[config.mk]
export PLATFORM = sky130hd
export DESIGN_NAME = vmt_sat
export DESIGN_NICKNAME = d
export VERILOG_FILES = /design/src/design/vmt_pkg.sv /design/src/design/vmt_sat.sv
export SDC_FILE = /design/constraint.sdc
export NUM_CORES = 1
export LEC_CHECK = 0
export BUFFER_PORTS_ARGS = -buffer_cell sky130_fd_sc_hd__buf_4
export CAP_MARGIN = 20
export CORE_AREA = 5 5 199 201
export DETAILED_ROUTE_END_ITERATION = 16
export DIE_AREA = 0 0 204 206
export PLACE_DENSITY = 0.46
export SYNTH_ARGS = -nofsm -noshare
export SYNTH_HDL_FRONTEND = slang
export SYNTH_SLANG_ARGS = --single-unit
[constraint.sdc]
create_clock -name i_clk -period 2.3 [get_ports i_clk]
set_input_delay 0.69 -clock i_clk [delete_from_list [all_inputs] [get_ports i_clk]]
set_output_delay 0.69 -clock i_clk [all_outputs]
set_load 0.02 [all_outputs]
[src/design/vmt_pkg.sv]
// ----------------------------------------------------------------------------
// vmt_pkg
// Shared types and constants for the vector-matrix transform core.
// ----------------------------------------------------------------------------
`default_nettype none

package vmt_pkg;

    // number of vector components carried through the chain
    localparam int unsigned NUM_COMP  = 4;
    // Q16.16 words and full-width column sums
    localparam int unsigned WORD_W    = 32;
    localparam int unsigned PROD_W    = 2 * WORD_W;
    localparam int unsigned ACC_W     = PROD_W + 2;
    localparam int unsigned FRAC_W    = 16;
    localparam int unsigned REG_W     = 64;
    localparam int unsigned NUM_REGS  = 8;
    localparam int unsigned IDX_W     = 3;

    // one in Q16.16, placed in the low or high half of a register
    localparam logic [REG_W-1:0] ONE_LO = 64'h0000_0000_0001_0000;
    localparam logic [REG_W-1:0] ONE_HI = 64'h0001_0000_0000_0000;

    typedef logic signed [WORD_W-1:0] t_word;
    typedef logic signed [PROD_W-1:0] t_prod;
    typedef logic signed [ACC_W-1:0]  t_acc;

    // configuration write as seen by every cell
    typedef struct packed {
        logic                 we;
        logic [IDX_W-1:0]     idx;
        logic [REG_W-1:0]     data;
    } t_cfg;

    // item moving from cell to cell: vector, running column sums, marker
    typedef struct packed {
        logic                       valid;
        logic                       last;
        t_word [NUM_COMP-1:0]       vec;
        t_acc  [NUM_COMP-1:0]       acc;
    } t_flow;

endpackage

`default_nettype wire

[src/design/vmt_sat.sv]
// ----------------------------------------------------------------------------
// vmt_sat
// Output stage: floor shift of the column sums by 16, saturation to 32 bits,
// overflow flag, and the output register.
// ----------------------------------------------------------------------------
`default_nettype none

module vmt_sat #(
    parameter int unsigned DIM = 4
) (
    input  wire logic           i_clk,
    input  wire logic           i_rst_n,
    input  wire logic           i_adv,
    input  wire vmt_pkg::t_flow i_flow,
    output logic                o_valid,
    output logic                o_last,
    output logic                o_sat,
    output vmt_pkg::t_word [vmt_pkg::NUM_COMP-1:0] o_vec
);

    localparam int unsigned SH_W = vmt_pkg::ACC_W - vmt_pkg::FRAC_W;

    logic                                   r_valid;
    logic                                   r_last;
    logic                                   r_sat;
    vmt_pkg::t_word [vmt_pkg::NUM_COMP-1:0] r_vec;
    logic                                   n_sat;
    vmt_pkg::t_word [vmt_pkg::NUM_COMP-1:0] n_vec;
    logic [SH_W-1:0]                        w_sh;

    // shift and clip each column, columns beyond the dimension read zero
    always_comb begin
        n_sat = 1'b0;
        w_sh  = '0;
        for (int j = 0; j < vmt_pkg::NUM_COMP; j++) begin
            w_sh     = i_flow.acc[j][vmt_pkg::ACC_W-1:vmt_pkg::FRAC_W];
            n_vec[j] = w_sh[vmt_pkg::WORD_W-1:0];
            if (j >= DIM) begin
                n_vec[j] = '0;
            end else if (!((&w_sh[SH_W-1:vmt_pkg::WORD_W-1]) ||
                           !(|w_sh[SH_W-1:vmt_pkg::WORD_W-1]))) begin
                n_sat    = 1'b1;
                n_vec[j] = w_sh[SH_W-1] ? 32'sh8000_0000 : 32'sh7fff_ffff;
            end
        end
    end

    // output register
    always_ff @(posedge i_clk) begin
        if (!i_rst_n) begin
            r_valid <= 1'b0;
        end else if (i_adv) begin
            r_valid <= i_flow.valid;
        end
    end

    always_ff @(posedge i_clk) begin
        if (i_adv) begin
            r_last <= i_flow.last;
            r_sat  <= n_sat;
            r_vec  <= n_vec;
        end
    end

    assign o_valid = r_valid;
    assign o_last  = r_last;
    assign o_sat   = r_sat;
    assign o_vec   = r_vec;

endmodule

`default_nettype wire

==> impl_results.md <==
- DIE AREA: 0.0420 mm²
- Die span in x: 204 µm
- Multi-input gate area: 0.00153 mm²
- Reg-to-reg startpoint: o_valid
- Status: finished clean
- Vias in the first global route: 4682
- Initial antenna violation count: 0
- Worst Clk Skew: 0 ps
- Worst-margin pin slew: 662 ps
- Clk slew on worst S/H paths: 60 ps
- Hold Path Class: input pin to flop
- Worst path cell trace: buf_4 > nor4_1 > nand4_1 > nor4_2 > a311oi_4 > buf_12 > a21o_1
- Post_cts resized: 0
- RSZ-0062 raised after global routing: false
- Yosys reg bits: 131
- Post-synth EDFFs: 130
- Max clock buf depth: 2
- Netlist Area Pre-Place: 0.00568 mm²
- Final hold vios: 0
- WHS: 438 ps
- Row count: 71
- CTS tree: built
- Critical Path Fanout Max: 21
- Lkg Pwr: 4.28 nW
- CP Capture Type: flop
- Post-DP HPWL: 16000 µm
- Crit path launch type: input pin
- Setup TNS Final: 0 ps
- Pwr dens: 732 mW/mm²
- Final Setup Violations: 0
- Commonest cells post-synth: edfxtp_1, a21o_2, a21o_1
- Peak Freq: 525 MHz
- Io pins: 528
- Root Driver: clkbuf_16
- CP max stage cell: nor4_2
- H-tree level count: 4
- Hold_buf cts: 0
- Hold Startpoint: i_flow[392]
- Fillers: 3917
- Die Span Y: 206 µm
- DR vias: 4483
- Area contributors post-synth: edfxtp_1, a21o_2, a21o_1
- Starting density of the core: 15.2%
- Area share of the largest cell type after synthesis: 68.8%
- Nets@finish: 1101
- CP startpoint: i_flow[187]
- Syn avg cell area: 16.4 µm²
- Most frequent cell after synthesis: edfxtp_1
- Largest area contributor in the netlist: edfxtp_1
- Post-synth ARST share: 0%
- Worst relative slew slack: 55.9%
- WL final: 20000 µm
- Initial DRC Count: 149
- CTS sink cnt: 131
- # diodes: 0
- First-pass GRT wire length: 28600 µm
- Max-capacitance violation count: 0
- Core box area: 0.0374 mm²
- Via/cell ratio: 3.65
- Worst vdd ir: 489 µV
- Seq/Total Area, Yosys: 69.1%
- TritonCTS Buffers: 17
- RePlAce Congestion: 0.727
- Total congestion overflow: 0
- P&R area growth vs syn: 70.0%
- Crit path largest cell delay: 310 ps
- Critical path arrival: 2080 ps
- CP Class: input pin to flop
- Share of cells above drive strength 1: 68.9%
- Pin count of the biggest net entering global routing: 39
- # port buffers: 335
- Req. time, crit path: 2470 ps
- Gr usage total: 9.11%
- First-pass DRT Iterations: 4
- FF+latch area: 0.00392 mm²
- Final critical-path share of the clock period: 82.8%
- Final slew viol count: 0
- Post-route ant nets: 0
- Yosys warning count: 0
- Top FF cell, synth: edfxtp_1
- Min cycle time layout: 1900 ps
- Worst-Skew Late Latency: 420 ps
- Post-CTS setup buffers: 0
- Synth unique cells: 19
- Synthesized Nets: 743
- Residual DRC: 0
- DR WL/cell: 16.3 µm
- Syn Inst Count: 346
[layout by cell type (no fill, tap or decap), types with 3 or more instances in the layout]
cell	count
a311oi_4	4
nand4_1	21
bufinv_16	6
buf_4	355
nor4_2	4
clkinvlp_4	3
a21o_2	85
a31o_2	4
edfxtp_1	130
nor2_1	8
nor4_1	16
clkbuf_16	17
clkinv_4	3
and3_1	4
a21o_1	39
buf_12	11
[sequential cells by signal, summed over array words and instances (netlist names)]
register	flops
o_vec	128
o_last	1
o_sat	1
o_valid	1
[per-layer routing]
layer / GRT usage (%) / vias to the layer above / part of all wire [%]
met1: 9.96 / 2115 / 38
met3: 6.04 / 21 / 14
met2: 14.2 / 242 / 46
li1: - / 2105 / -
met4: 3.40 / 0 / 2.1
met5: 0 / - / 0
[area by class of cell]
type / count / share of cell area (%)
well taps: 511 / 6.62
multi-input cells: 187 / 15.9
flip-flops and latches: 131 / 40.7
clock buffers: 17 / 4.41
clock inverters: 14 / 2.45
repair buffers: 367 / 30.0
[stage by stage]
step / power, W / instances / instance area [µm²] / setup WS [ps] / util (%)
floorplan: 0.00334 / 346 / 5680 / 312 / -
global placement: 0.00406 / 1196 / 8990 / -94.2 / 24.0
detailed placement: 0.00406 / 1196 / 8990 / -69.0 / 24.0
CTS: 0.00720 / 1227 / 9650 / 397 / 25.8
global route: 0.00739 / 1227 / 9650 / 237 / 25.8
finish: 0.00707 / 1227 / 9650 / 396 / 25.8
[critical path, delay by kind of cell]
family / cells / cell delay [ps]
buffers and inverters: 2 / 320
AOI/OAI and AO/OA: 2 / 320
and+or+nand+nor: 3 / 730
[report_power, final]
part	switching (W)	internal [W]
Combinational	0.000544	0.000560
Clock	0.00105	0.00202
Sequential	0.0000533	0.00283
[worst paths after layout]
kind          endpoint  slack [ps]  depth (start not counted)
min reg2reg    o_valid         530                          2
max reg2reg    o_valid        1710                          2
max          o_vec[87]         400                          7
min             o_last         440                          1
[kinds of logic after synthesis]
family	after synthesis	share of synthesized area [%]
buffers and inverters	28	4.83
DFF	131	69.1
muxes	1	0.176
and+or+nand+nor	54	6.04
AOI/OAI and AO/OA	132	19.8
Note: power is estimated with default switching activity, not from simulation.
